`src/hdl/bdhr_pkg.sv`:
```
package bdhr_pkg;

    localparam int NumButtonsDef = 6;
    localparam int PinW          = 6;
    localparam int TimeW         = 32;
    localparam int CfgDataW      = 16;
    localparam int CfgIdxW       = 2;
    localparam int EvIdxW        = 3;
    localparam int EvCodeW       = 2;
    localparam int MaxResults    = 12;
    localparam int EvCntW        = 4;
    // Output queue: at most three entries are written per cycle.
    localparam int FifoDepth     = 16;
    localparam int FifoAw        = $clog2(FifoDepth);
    localparam int MaxPush       = 3;

    localparam logic [CfgDataW-1:0] DebounceRst = CfgDataW'(50);
    localparam logic [CfgDataW-1:0] HoldRst     = CfgDataW'(1000);
    localparam logic [CfgDataW-1:0] RepeatRst   = CfgDataW'(200);

    typedef enum logic [EvCodeW-1:0] {
        EV_PRESSED  = 2'd0,
        EV_RELEASED = 2'd1,
        EV_HOLD     = 2'd2,
        EV_REPEAT   = 2'd3
    } t_ev_code;

    typedef enum logic [CfgIdxW-1:0] {
        CFG_DEBOUNCE = 2'd0,
        CFG_HOLD     = 2'd1,
        CFG_REPEAT   = 2'd2
    } t_cfg_idx;

    typedef struct packed {
        logic             stable_pressed;
        logic             last_raw_pressed;
        logic [TimeW-1:0] change_time;
        logic [TimeW-1:0] press_start_time;
        logic [TimeW-1:0] repeat_time;
        logic             hold_sent;
    } t_btn_state;

    typedef struct packed {
        logic [EvIdxW-1:0] button_index;
        t_ev_code          event_code;
        logic              last_event;
    } t_event;

endpackage

```
`src/hdl/bdhr_ram.sv`:
```
module bdhr_ram #(
    parameter int WIDTH = 8,
    parameter int DEPTH = 8
) (
    input  logic                                      i_clk,
    input  logic                                      i_we,
    input  logic [((DEPTH > 1) ? $clog2(DEPTH) : 1)-1:0] i_waddr,
    input  logic [WIDTH-1:0]                          i_wdata,
    input  logic                                      i_re,
    input  logic [((DEPTH > 1) ? $clog2(DEPTH) : 1)-1:0] i_raddr,
    output logic [WIDTH-1:0]                          o_rdata
);

    logic [WIDTH-1:0] r_mem [DEPTH];
    logic [WIDTH-1:0] r_rdata;

    // Read-first: a read of the address being written returns the old word.
    always_ff @(posedge i_clk) begin
        if (i_we) begin
            r_mem[i_waddr] <= i_wdata;
        end
        if (i_re) begin
            r_rdata <= r_mem[i_raddr];
        end
    end

    assign o_rdata = r_rdata;

endmodule

```
`src/hdl/button_debounce_hold_repeat_top.sv`:
```
// Button debouncer with hold detection and auto-repeat.
// Input channel (i_in_valid / o_in_ready): one transaction is one scan, a
// millisecond timestamp and the active-low pin levels of the buttons.
// Output channel (o_out_valid / i_out_ready): one transaction is one event,
// the button, the event code and a flag set on the final event of a scan.
// Configuration is a plain write port (debounce, hold and repeat times) that
// must only be used while the block is idle.
// Per-button state lives in one RAM with a registered read. A scan is walked
// one button per cycle while the queue has room: read the entry, update it
// in the next cycle and write it back, forwarding the written word when the
// same entry is read at once. The next scan is accepted in the cycle the last
// button of the current one is read. Events leave one per cycle while the
// receiver is ready. Each event is held back until the next one of the
// same scan, or the end of the scan, is known, so that the final event can
// be flagged.
// A stalled receiver fills a 16-entry event queue; the walk pauses when the
// queue cannot take another six events, and then so does the input channel.
// Reset restores the default times and marks all RAM entries as cleared;
// no clearing pass is needed, the block is ready right after reset.
module button_debounce_hold_repeat_top #(
    parameter int NUM_BUTTONS = bdhr_pkg::NumButtonsDef
) (
    input  logic                             i_clk,
    input  logic                             i_rst_n,
    // Configuration writes.
    input  logic                             i_cfg_we,
    input  logic [bdhr_pkg::CfgIdxW-1:0]     i_cfg_idx,
    input  logic [bdhr_pkg::CfgDataW-1:0]    i_cfg_data,
    // Scan input.
    input  logic                             i_in_valid,
    output logic                             o_in_ready,
    input  logic [bdhr_pkg::TimeW-1:0]       i_now_ms,
    input  logic [bdhr_pkg::PinW-1:0]        i_pin_levels,
    // Event output.
    output logic                             o_out_valid,
    input  logic                             i_out_ready,
    output logic [bdhr_pkg::EvIdxW-1:0]      o_button_index,
    output logic [bdhr_pkg::EvCodeW-1:0]     o_event_code,
    output logic                             o_last_event
);

    import bdhr_pkg::*;

    localparam int IdxW     = (NUM_BUTTONS > 1) ? $clog2(NUM_BUTTONS) : 1;
    localparam int StW      = $bits(t_btn_state);
    // Room for the events of the button in the update stage and of the one
    // being read now.
    localparam int IssueMax = FifoDepth - 2 * MaxPush;

    // Configuration registers.
    logic [CfgDataW-1:0] r_debounce_ms;
    logic [CfgDataW-1:0] r_hold_ms;
    logic [CfgDataW-1:0] r_repeat_ms;

    always_ff @(posedge i_clk) begin
        if (!i_rst_n) begin
            r_debounce_ms <= DebounceRst;
            r_hold_ms     <= HoldRst;
            r_repeat_ms   <= RepeatRst;
        end else if (i_cfg_we) begin
            case (i_cfg_idx)
                CFG_DEBOUNCE: r_debounce_ms <= i_cfg_data;
                CFG_HOLD:     r_hold_ms     <= i_cfg_data;
                CFG_REPEAT:   r_repeat_ms   <= i_cfg_data;
                default: ;
            endcase
        end
    end

    // Pressed level per button; buttons without a pin read as released.
    logic [NUM_BUTTONS-1:0] w_raw_vec;

    for (genvar gi = 0; gi < NUM_BUTTONS; gi++) begin : g_raw
        if (gi < PinW) begin : g_pin
            assign w_raw_vec[gi] = ~i_pin_levels[gi];
        end else begin : g_nopin
            assign w_raw_vec[gi] = 1'b0;
        end
    end

    // Walk stage: holds the current scan and reads one entry per cycle while the queue has room.
    logic                   r_busy;
    logic [TimeW-1:0]       r_now;
    logic [NUM_BUTTONS-1:0] r_raw_vec;
    logic [IdxW-1:0]        r_idx;
    logic [FifoAw:0]        r_cnt;
    logic                   w_issue;
    logic                   w_walk_end;
    logic                   w_in_acc;

    assign w_issue    = r_busy && (r_cnt <= (FifoAw+1)'(IssueMax));
    assign w_walk_end = w_issue && (r_idx == IdxW'(NUM_BUTTONS - 1));
    assign o_in_ready = !r_busy || w_walk_end;
    assign w_in_acc   = i_in_valid && o_in_ready;

    always_ff @(posedge i_clk) begin
        if (!i_rst_n) begin
            r_busy <= 1'b0;
            r_idx  <= '0;
        end else if (w_in_acc) begin
            r_busy <= 1'b1;
            r_idx  <= '0;
        end else if (w_walk_end) begin
            r_busy <= 1'b0;
        end else if (w_issue) begin
            r_idx <= r_idx + 1'b1;
        end
    end

    always_ff @(posedge i_clk) begin
        if (w_in_acc) begin
            r_now     <= i_now_ms;
            r_raw_vec <= w_raw_vec;
        end
    end

    // Update stage registers.
    logic             r_b_vld;
    logic             r_b_last;
    logic [IdxW-1:0]  r_b_idx;
    logic [TimeW-1:0] r_b_now;
    logic             r_b_raw;
    logic             r_b_init;
    logic             r_b_fwd;
    t_btn_state       r_fwd_data;
    logic [StW-1:0]   w_ram_q;
    t_btn_state       w_nx;
    logic             w_fwd;
    logic [NUM_BUTTONS-1:0] r_ent_vld;

    // The entry read now is the one being written back this cycle.
    assign w_fwd = r_b_vld && (r_b_idx == r_idx);

    always_ff @(posedge i_clk) begin
        if (!i_rst_n) begin
            r_b_vld   <= 1'b0;
            r_ent_vld <= '0;
        end else begin
            r_b_vld <= w_issue;
            if (r_b_vld) begin
                r_ent_vld[r_b_idx] <= 1'b1;
            end
        end
    end

    always_ff @(posedge i_clk) begin
        if (w_issue) begin
            r_b_last   <= w_walk_end;
            r_b_idx    <= r_idx;
            r_b_now    <= r_now;
            r_b_raw    <= r_raw_vec[r_idx];
            r_b_init   <= r_ent_vld[r_idx];
            r_b_fwd    <= w_fwd;
            r_fwd_data <= w_nx;
        end
    end

    bdhr_ram #(
        .WIDTH (StW),
        .DEPTH (NUM_BUTTONS)
    ) u_state_ram (
        .i_clk   (i_clk),
        .i_we    (r_b_vld),
        .i_waddr (r_b_idx),
        .i_wdata (w_nx),
        .i_re    (w_issue),
        .i_raddr (r_idx),
        .o_rdata (w_ram_q)
    );

    // Per-button update and event generation.
    t_btn_state       w_cur;
    logic             w_e1_v;
    logic             w_e2_v;
    t_ev_code         w_e1_code;
    t_ev_code         w_e2_code;
    logic             w_c1;
    logic             w_c2;
    logic [EvCntW-1:0] r_ev_cnt;

    always_comb begin
        logic             changed;
        logic             deb_ok;
        logic             accept;
        logic             press;
        logic             hold_ok;
        logic             rep_ok;
        logic [TimeW-1:0] d_ct;
        logic [TimeW-1:0] d_pst;
        logic [TimeW-1:0] d_rt;

        if (r_b_fwd) begin
            w_cur = r_fwd_data;
        end else if (r_b_init) begin
            w_cur = t_btn_state'(w_ram_q);
        end else begin
            w_cur = '0;
        end
        w_nx      = w_cur;
        w_e1_v    = 1'b0;
        w_e2_v    = 1'b0;
        w_e1_code = r_b_raw ? EV_PRESSED : EV_RELEASED;
        w_e2_code = EV_HOLD;

        // Differences are taken against the stored times; a time that is
        // replaced by now in this update gives a difference of zero.
        d_ct  = r_b_now - w_cur.change_time;
        d_pst = r_b_now - w_cur.press_start_time;
        d_rt  = r_b_now - w_cur.repeat_time;

        changed = (r_b_raw != w_cur.last_raw_pressed);
        if (changed) begin
            w_nx.last_raw_pressed = r_b_raw;
            w_nx.change_time      = r_b_now;
            deb_ok                = (r_debounce_ms == '0);
        end else begin
            deb_ok = (d_ct >= TimeW'(r_debounce_ms));
        end

        accept = deb_ok && (r_b_raw != w_cur.stable_pressed);
        press  = accept && r_b_raw;
        if (accept) begin
            w_nx.stable_pressed = r_b_raw;
            w_e1_v              = 1'b1;
        end
        if (press) begin
            w_nx.press_start_time = r_b_now;
            w_nx.hold_sent        = 1'b0;
            hold_ok               = (r_hold_ms == '0);
        end else begin
            hold_ok = (d_pst >= TimeW'(r_hold_ms));
        end
        rep_ok = (d_rt >= TimeW'(r_repeat_ms));

        if (w_nx.stable_pressed) begin
            if (!w_nx.hold_sent && hold_ok) begin
                w_nx.hold_sent   = 1'b1;
                w_nx.repeat_time = r_b_now;
                w_e2_v           = 1'b1;
                w_e2_code        = EV_HOLD;
            end else if (w_nx.hold_sent && rep_ok) begin
                w_nx.repeat_time = r_b_now;
                w_e2_v           = 1'b1;
                w_e2_code        = EV_REPEAT;
            end
        end
    end

    // Events past the per-scan limit are dropped; the state still updates.
    assign w_c1 = r_b_vld && w_e1_v && (r_ev_cnt < EvCntW'(MaxResults));
    assign w_c2 = r_b_vld && w_e2_v &&
                  ((r_ev_cnt + EvCntW'(w_c1)) < EvCntW'(MaxResults));

    always_ff @(posedge i_clk) begin
        if (!i_rst_n) begin
            r_ev_cnt <= '0;
        end else if (r_b_vld) begin
            if (r_b_last) begin
                r_ev_cnt <= '0;
            end else begin
                r_ev_cnt <= r_ev_cnt + EvCntW'(w_c1) + EvCntW'(w_c2);
            end
        end
    end

    // The newest event of a scan waits in a pending register until it is
    // known whether it is the final one. Each cycle the pending event and
    // the new ones are packed in order; all but the newest go to the queue,
    // or all of them, flagged at the end, on the last button of the scan.
    logic   r_pend_vld;
    t_event r_pend;
    t_event w_e1;
    t_event w_e2;
    t_event w_item [MaxPush];
    logic [1:0] w_total;
    logic [1:0] w_push_n;
    logic       w_pend_load;
    logic       w_pend_clr;
    t_event     w_pend_nx;

    assign w_e1 = '{button_index: EvIdxW'(r_b_idx), event_code: w_e1_code, last_event: 1'b0};
    assign w_e2 = '{button_index: EvIdxW'(r_b_idx), event_code: w_e2_code, last_event: 1'b0};

    always_comb begin
        w_total     = 2'(r_pend_vld) + 2'(w_c1) + 2'(w_c2);
        w_item[0]   = r_pend_vld ? r_pend : (w_c1 ? w_e1 : w_e2);
        w_item[1]   = r_pend_vld ? (w_c1 ? w_e1 : w_e2) : w_e2;
        w_item[2]   = w_e2;
        w_push_n    = '0;
        w_pend_load = 1'b0;
        w_pend_clr  = 1'b0;
        w_pend_nx   = w_item[0];
        if (r_b_vld) begin
            if (r_b_last) begin
                w_push_n   = w_total;
                w_pend_clr = 1'b1;
                if (w_total != '0) begin
                    w_item[w_total - 2'd1].last_event = 1'b1;
                end
            end else if (w_c1 || w_c2) begin
                w_push_n    = w_total - 2'd1;
                w_pend_load = 1'b1;
                w_pend_nx   = w_item[w_total - 2'd1];
            end
        end
    end

    always_ff @(posedge i_clk) begin
        if (!i_rst_n) begin
            r_pend_vld <= 1'b0;
        end else if (w_pend_clr) begin
            r_pend_vld <= 1'b0;
        end else if (w_pend_load) begin
            r_pend_vld <= 1'b1;
        end
    end

    always_ff @(posedge i_clk) begin
        if (w_pend_load) begin
            r_pend <= w_pend_nx;
        end
    end

    // Event queue.
    t_event            r_fifo [FifoDepth];
    logic [FifoAw-1:0] r_wp;
    logic [FifoAw-1:0] r_rp;
    logic              w_pop;

    assign o_out_valid    = (r_cnt != '0);
    assign w_pop          = o_out_valid && i_out_ready;
    assign o_button_index = r_fifo[r_rp].button_index;
    assign o_event_code   = r_fifo[r_rp].event_code;
    assign o_last_event   = r_fifo[r_rp].last_event;

    always_ff @(posedge i_clk) begin
        for (int k = 0; k < MaxPush; k++) begin
            if (2'(k) < w_push_n) begin
                r_fifo[r_wp + FifoAw'(k)] <= w_item[k];
            end
        end
    end

    always_ff @(posedge i_clk) begin
        if (!i_rst_n) begin
            r_wp  <= '0;
            r_rp  <= '0;
            r_cnt <= '0;
        end else begin
            r_wp  <= r_wp + FifoAw'(w_push_n);
            r_rp  <= r_rp + FifoAw'(w_pop);
            r_cnt <= r_cnt + (FifoAw+1)'(w_push_n) - (FifoAw+1)'(w_pop);
        end
    end

    // The queue never holds more than its depth.
    a_fifo_bound : assert property (@(posedge i_clk) disable iff (!i_rst_n)
        r_cnt <= (FifoAw+1)'(FifoDepth))
        else $error("event queue overflow");

    // A pending event always belongs to a scan that is still being walked.
    a_pend_in_scan : assert property (@(posedge i_clk) disable iff (!i_rst_n)
        r_pend_vld |-> (r_busy || r_b_vld))
        else $error("pending event outside of a scan");

    // The per-scan event count stays within the limit.
    a_ev_limit : assert property (@(posedge i_clk) disable iff (!i_rst_n)
        r_ev_cnt <= EvCntW'(MaxResults))
        else $error("per-scan event count exceeds the limit");

    // Finishing a scan always leaves no pending event behind.
    a_scan_flush : assert property (@(posedge i_clk) disable iff (!i_rst_n)
        (r_b_vld && r_b_last) |=> !r_pend_vld)
        else $error("pending event survives the end of a scan");

endmodule
```
`config.mk`:
```
export PLATFORM = sky130hd
export DESIGN_NAME = button_debounce_hold_repeat_top
export DESIGN_NICKNAME = d
export VERILOG_FILES = /design/src/hdl/bdhr_pkg.sv /design/src/hdl/bdhr_ram.sv /design/src/hdl/button_debounce_hold_repeat_top.sv
export SDC_FILE = /design/constraint.sdc
export NUM_CORES = 2
export LEC_CHECK = 0
export BUFFER_PORTS_ARGS = -buffer_cell sky130_fd_sc_hd__buf_2
export CAP_MARGIN = 20
export CORE_ASPECT_RATIO = 0.6
export CORE_MARGIN = 4
export CORE_UTILIZATION = 60
export CTS_BUF_LIST = sky130_fd_sc_hd__clkbuf_8
export DETAILED_ROUTE_END_ITERATION = 8
export PLACE_DENSITY_LB_ADDON = 0.3
export SYNTH_ARGS = -nofsm -noshare
export SYNTH_HDL_FRONTEND = slang
export SYNTH_HIERARCHICAL = 1
export SYNTH_SLANG_ARGS = --single-unit
```
`constraint.sdc`:
```
create_clock -name i_clk -period 13.5 [get_ports i_clk]
set_input_delay 2.025 -clock i_clk [delete_from_list [all_inputs] [get_ports i_clk]]
set_output_delay 2.025 -clock i_clk [all_outputs]
set_load 0.02 [all_outputs]
```
# --- After elaboration in Yosys (flattened, before gate mapping) ---
# Memory sizes are Yosys's and may differ from the RTL's. A register that Yosys moved wholly into a read port is not among the register bits.
# Cells that the tools add are included.
totals:
  memories: 2
  inputBits: 61
  out_inout_bits: 8
  elab_cells: 168
  ram_bits: 690
  register_bits: 259
op_classes:
  n_bitwise: 10
  eq_ne: 6
  addsub: 15
  mux: 61
  n_reduce_logical: 31
  order_cmp: 14
mem_list:
  columns: ["name", "words", "width", "rd", "rd_ports_with_merged_regs", "wr", "line_no", "source"]
  rows:
  - ["u_state_ram.r_mem", 6, 99, 1, 1, 1, "bdhr_ram.sv:14", "logic [WIDTH-1:0] r_mem [DEPTH];"]
  - ["r_fifo", 16, 6, 1, 1, 3, "button_debounce_hold_repeat_top.sv:325", "t_event r_fifo [FifoDepth];"]
op_table:
  columns: ["op", "n"]
  rows:
  - ["99-bit two-way mux", 2]
  - ["32-bit by 16-bit greater-or-equal comparator with 1-bit output", 3]
  - ["32-bit two-way mux", 3]
  - ["32-bit subtractor", 3]
  - ["33-bit two-way mux", 2]
  - ["18-bit two-way mux", 3]
  - ["6-bit two-way mux", 6]
  - ["16-bit zero test", 2]
  - ["1-bit two-way mux", 32]
  - ["18-bit bitwise mux", 1]
  - ["1-bit logical AND", 15]
  - ["4-bit by 1-bit adder with 4-bit output", 3]
  - ["6-bit binary-select mux with 2-bit select", 1]
  - ["6-bit demux with 2-bit select", 1]
  - ["3-bit by 4-bit < comparator with 1-bit output (second input constant)", 2]
  - ["4-bit < comparator (second input constant)", 2]
  - ["4-bit two-way mux", 2]
  - ["1-bit inverter", 8]
  - ["2-bit AND reduction", 4]
  - ["1-bit binary-select mux with 3-bit select", 2]
  - ["2-bit two-way mux", 3]
  - ["3-bit two-way mux", 2]
  - ["6-bit bitwise OR", 1]
  - ["5-bit by 2-bit adder with 5-bit output", 1]
  - ["27 further kinds", 33]

# --- Depth between registers and ports, before layout ---
depth:
  ltp_word: 25
  mapped_depth: 56
  ltp_nobuf: 49

# --- Modules after synthesis ---
# The synthesis kept the hierarchy.
modules_own_cells:
  columns: ["module", "cells_per_inst", "area_each_um2", "seq_area_each_um2", "instances"]
  rows:
  - ["bdhr_ram", 1266, 26013.7, 20810.0, 1]
  - ["button_debounce_hold_repeat_top", 2540, 24736.2, 9889.5, 1]

# --- Worst setup path before layout ---
# OpenSTA, ideal clock, no wires.
synth_path:
  path_kind: "reg-to-output"
  from: "register r_cnt[2]"
  to: "output o_in_ready"
  path_buffers: 1
  setup_slack_ps: 2855
  arrival_time_ps: 8620
  required_time_ps: 11475
  path_stages_with_launch: 9
  path_cell_list: "dfxtp_1 inv_1 ha_1 nand2_1 o221ai_1 and3_1 clkbuf_1 nand3_1 nand2_1"
synth_via:
  elab_chain_cells: 4
synth_lines:
  columns: ["element", "line_no", "source"]
  rows:
  - ["start, declared", "button_debounce_hold_repeat_top.sv:86", "logic [FifoAw:0] r_cnt;"]
  - ["start signal, assigned", "button_debounce_hold_repeat_top.sv:352", "r_cnt <= r_cnt + (FifoAw+1)'(w_push_n) - (FifoAw+1)'(w_pop);"]
  - ["5-bit by 4-bit <= comparator with 1-bit output", "button_debounce_hold_repeat_top.sv:91", "assign w_issue = r_busy && (r_cnt <= (FifoAw+1)'(IssueMax));"]
  - ["1-bit logical AND", "button_debounce_hold_repeat_top.sv:91", null]
  - ["named net w_issue", "button_debounce_hold_repeat_top.sv:87", "logic w_issue;"]
  - ["1-bit logical AND", "button_debounce_hold_repeat_top.sv:92", "assign w_walk_end = w_issue && (r_idx == IdxW'(NUM_BUTTONS - 1));"]
  - ["1-bit logical OR", "button_debounce_hold_repeat_top.sv:93", "assign o_in_ready = !r_busy || w_walk_end;"]
  - ["end, declared", "button_debounce_hold_repeat_top.sv:31", "output logic o_in_ready,"]
# The timed path passes the listed nets, and every way through them passes these cells.

# --- Final worst setup path ---
layout_path:
  from: "register r_b_init"
  to: "register r_cnt[3]"
layout_via:
  elab_chain_cells: 21
  word_cells_on_any_way: 38
  cone_classes: "add/sub: 9; order compare: 4; eq/ne: 2; mux: 13; reduce/logical: 10"
layout_lines:
  columns: ["element", "line_no", "source"]
  rows:
  - ["start, declared", "button_debounce_hold_repeat_top.sv:123", "logic r_b_init;"]
  - ["start signal, assigned", "button_debounce_hold_repeat_top.sv:152", "r_b_init <= r_ent_vld[r_idx];"]
  - ["99-bit two-way mux (*)", "button_debounce_hold_repeat_top.sv:194", "end else if (r_b_init) begin"]
  - ["99-bit two-way mux (*)", "button_debounce_hold_repeat_top.sv:192", "if (r_b_fwd) begin"]
  - ["branches (longest 15 deep; another with 32-bit subtractor)", null, null]
  - ["2-bit two-way mux (*)", "button_debounce_hold_repeat_top.sv:294", "if (r_b_last) begin"]
  - ["2-bit two-way mux (*)", "button_debounce_hold_repeat_top.sv:293", "if (r_b_vld) begin"]
  - ["5-bit by 2-bit adder with 5-bit output (*)", "button_debounce_hold_repeat_top.sv:352", null]
  - ["5-bit by 1-bit subtractor with 5-bit output (*)", "button_debounce_hold_repeat_top.sv:352", null]
# Mark *: on every way between the ends.
# A chain may end at the register's enable or synchronous reset.

==> results.py <==
metrics = {
    "worst_setup_path": {
        "path_delay_family": "simple AND/OR/NAND/NOR gates",
        "cp_num_cells": 46,
        "r2r_end": "r_cnt[3]",
        "endpoint": "r_cnt[3]",
        "rr_worst_depth": 46,
        "reg2reg_from": "r_b_init",
        "cp-startpoint": "r_b_init",
        "cp_num_buf_inv": 4,
        "cp_max_fo": 31,
        "regToRegSetupSlack_ns": 1.65,
        "arrival_ns": 12.57,
        "path_class": "flop to flop",
        "cp-start-kind": "flop",
        "slowest_delay_ns": 0.84,
        "slowest_stage": "edfxtp_1",
        "cp_common_cell": "ha_1",
        "required_ns": 14.22,
        "setup.worst_path.end_class": "flop",
    },
    "finish": {
        "drive_gt1_share_pct": 15.71,
        "nNetsFinal": 4092,
        "stdcell_count": 5123,
        "area_growth_pct": 7.754,
    },
    "floorplan": {
        "ios": 69,
        "die_x_um": 383.5,
        "core-area_sq_um": 83620,
        "die_area_sq_um": 89450,
        "die_height_um": 233.3,
        "placement_rows": 82,
        "start_util_pct": 60.69,
    },
    "synth": {
        "async_reset_ff_share_pct": 0,
        "synth_seq_cells": 1048,
        "synth.net_count": 4028,
        "synth_area_leaders": "edfxtp_1 (57%), ha_1 (3.8%), dfxtp_1 (3.0%)",
        "yosysTopAreaCellShare_pct": 57.45,
        "synth_cell_type_count": 109,
        "synth_edf_count": 971,
        "seq_area_frac_synth_pct": 60.49,
        "synth_cells": 3806,
        "synth_top_cell_by_area": "edfxtp_1",
        "ys.flop_type": "edfxtp_1",
        "yosysWarningCount": 6,
        "avgSynthCellArea_sq_um": 13.33,
        "synth.cell_area_sq_um": 50750,
    },
    "clock_network": {
        "post_cts_buffers": 0,
        "cts_root_buf": "clkbuf_8",
        "hold_buffers": 0,
        "htreeDepth": 4,
        "clk_latency_ns": 0.85,
        "cts_tree": "built",
        "cts_buffers": 150,
        "clkSinkCount": 1048,
        "cts_max_path_buffers": 3,
        "cts_resized": 0,
        "clk_pin_slew_ns": 0.06,
    },
    "drt": {
        "drt-pass1-iter-count": 6,
        "drc": 0,
        "via_count": 33380,
        "postRouteAntennaNets": 0,
        "viasPerCell": 6.515,
        "avgRoutedWirePerCell_um": 25.87,
        "detail_route.wirelength_mm": 132.5,
        "drt_first_iter_violations": 4648,
    },
    "sta": {
        "finalSetupViolCount": 0,
        "clock_skew_ns": 0.04014,
        "tns_ns": 0,
        "slew_headroom_pct": 25.67,
        "finalCritPeriodShare_pct": 87.81,
        "finalCriticalPeriod_ns": 11.85,
        "slew_violations": 0,
        "timing.fmax_ghz": 0.08436,
        "rsz0062_at_grt": "false",
        "worstMarginPinSlew_ns": 1.105,
        "hold_viol": 0,
    },
    "placement": {
        "port_buffers": 68,
        "gp_congestion": 1.033,
        "dp_cells": 4850,
        "place_hpwl_mm": 86.18,
    },
    "power_and_ir_drop": {
        "max-vdd-ir-drop_mv": 0.1471,
        "p_clk_share_pct": 25.6,
        "p_per_area_nw_per_um2": 168.6,
        "power_leakage_nw": 18.94,
        "switching_share_pct": 33.45,
        "pwr-share-seq_pct": 45.8,
        "p_int_mw": 6.135,
        "pwr-share-comb_pct": 28.6,
        "p_sw_mw": 3.083,
    },
    "run": {
        "max_cap_viol_count": 0,
    },
    "global_route": {
        "grt-ovfl-total": 0,
        "grt_util_all_layers_pct": 29.49,
        "grt_pass1_wl_mm": 197.3,
        "grt_max_degree": 81,
        "antenna_found_initial": 5,
        "grt_pass1_vias": 31470,
    },
    "status": {
        "status": "complete, no violations",
    },
    "min_path": {
        "hp-class": "flop to flop",
    },
}
## worst min path at each step
stage | startpoint | end | cells after the start
3_5_place_dp | r_now[15] | r_b_now[15] | 0
2_1_floorplan | r_now[0] | r_b_now[0] | 0
3_3_place_gp | r_now[3] | r_b_now[3] | 0
4_1_cts | r_now[5] | r_b_now[5] | 0
5_1_grt | r_now[5] | r_b_now[5] | 0
6_report | r_now[20] | r_b_now[20] | 0
## flip-flops by register name, summed over array words and instances (netlist names), 5 cells and up
name / cells
r_fifo: 96
r_repeat_ms: 16
r_now: 32
r_b_now: 32
r_ent_vld: 6
r_pend: 6
r_raw_vec: 6
r_debounce_ms: 16
r_hold_ms: 16
u_state_ram/r_mem: 594
r_fwd_data: 99
u_state_ram/o_rdata: 99
r_cnt: 5
## final cells by class
cell class	instances	area (sq um)
clock buffer	158	2175
tap	1134	1419
inverter	134	505.5
antenna	4	10.01
timing repair buffer	117	705.7
fill	6036	28930
sequential	1048	30710
clock inverter	109	584.3
multi-input combinational	2419	18580
## layout by cell type (no fill, tap or decap), types with 42 or more instances in the layout
cell type / netlist / layout
o21ai_0: 80 / 80
inv_1: 131 / 190
nand2_1: 242 / 241
mux2_1: 46 / 46
edfxtp_1: 971 / 971
mux2_4: 99 / 99
nor3_1: 52 / 50
buf_4: 7 / 48
nand3_1: 50 / 50
mux2_2: 110 / 110
ha_1: 156 / 155
o22ai_1: 114 / 114
a21oi_1: 295 / 295
nor2_1: 198 / 194
mux2i_1: 151 / 151
a21boi_0: 42 / 42
buf_2: 26 / 69
clkbuf_8: 0 / 158
a22oi_1: 84 / 84
dfxtp_1: 77 / 75
xnor2_1: 54 / 54
## per-stage QoR
step | hold slack (ns) | power (mW) | cell area (sq um) | worst slack (ns) | util (%)
finish | 0.4159 | 9.218 | 54680 | 1.646 | 65.40
global route | 0.4235 | 9.649 | 54680 | 0.7924 | 65.39
CTS | 0.4192 | 9.178 | 54660 | 1.926 | 65.37
detailed placement | 0.4045 | 6.828 | 51900 | 1.915 | 62.07
global placement | 0.4033 | 6.766 | 51900 | 2.242 | 62.07
floorplan | 0.4003 | 6.085 | 50750 | 2.855 | -
## power by group through the flow
stage | clock [mW] | combinational [mW] | sequential, mW
6_report | 2.36 | 2.64 | 4.22
5_1_grt | 2.56 | 2.86 | 4.23
4_1_cts | 2.40 | 2.56 | 4.21
3_5_place_dp | 0 | 2.55 | 4.28
3_3_place_gp | 0 | 2.50 | 4.27
2_1_floorplan | 0 | 1.85 | 4.24
## cells in the mapped netlist (13+ instances only)
master,instances
dfxtp_1,77
nor2_1,198
buf_6,30
o211ai_1,25
mux2_1,46
a22oi_1,84
a31oi_1,24
nand2b_1,29
a21oi_1,295
nand4_1,26
ha_1,156
mux2_4,99
xor2_1,22
o21ai_0,80
and3_1,24
clkbuf_1,126
nor3_1,52
a21oi_2,13
nand3_1,50
or3_1,23
o31ai_1,22
mux2_2,110
a21o_1,38
o22ai_1,114
inv_1,131
a21boi_0,42
edfxtp_1,971
mux4_2,32
buf_2,26
nor2b_1,33
xnor2_1,54
nor4_1,19
buf_1,15
a211o_1,17
a211oi_1,21
nand3b_1,23
and2_1,34
nand2_1,242
mux2i_1,151
o21a_1,18
## per-layer routing
metal	global-route usage, %	vias up	wire length (um)
met5	1.416	-	170
met2	39.02	2071	52850
met3	10.41	251	18990
met1	44.74	16240	56720
met4	10.10	6	3788
li1	-	14810	-
## logic make-up after synthesis
family          share of synthesized area, %
flops                                  60.49
compound gates                         12.22
simple gates                           7.847
mux                                    10.79
buf+inv                                3.074
fa+ha+maj                              4.268
xor+xnor                               1.312
(Power assumes the default switching activity.)
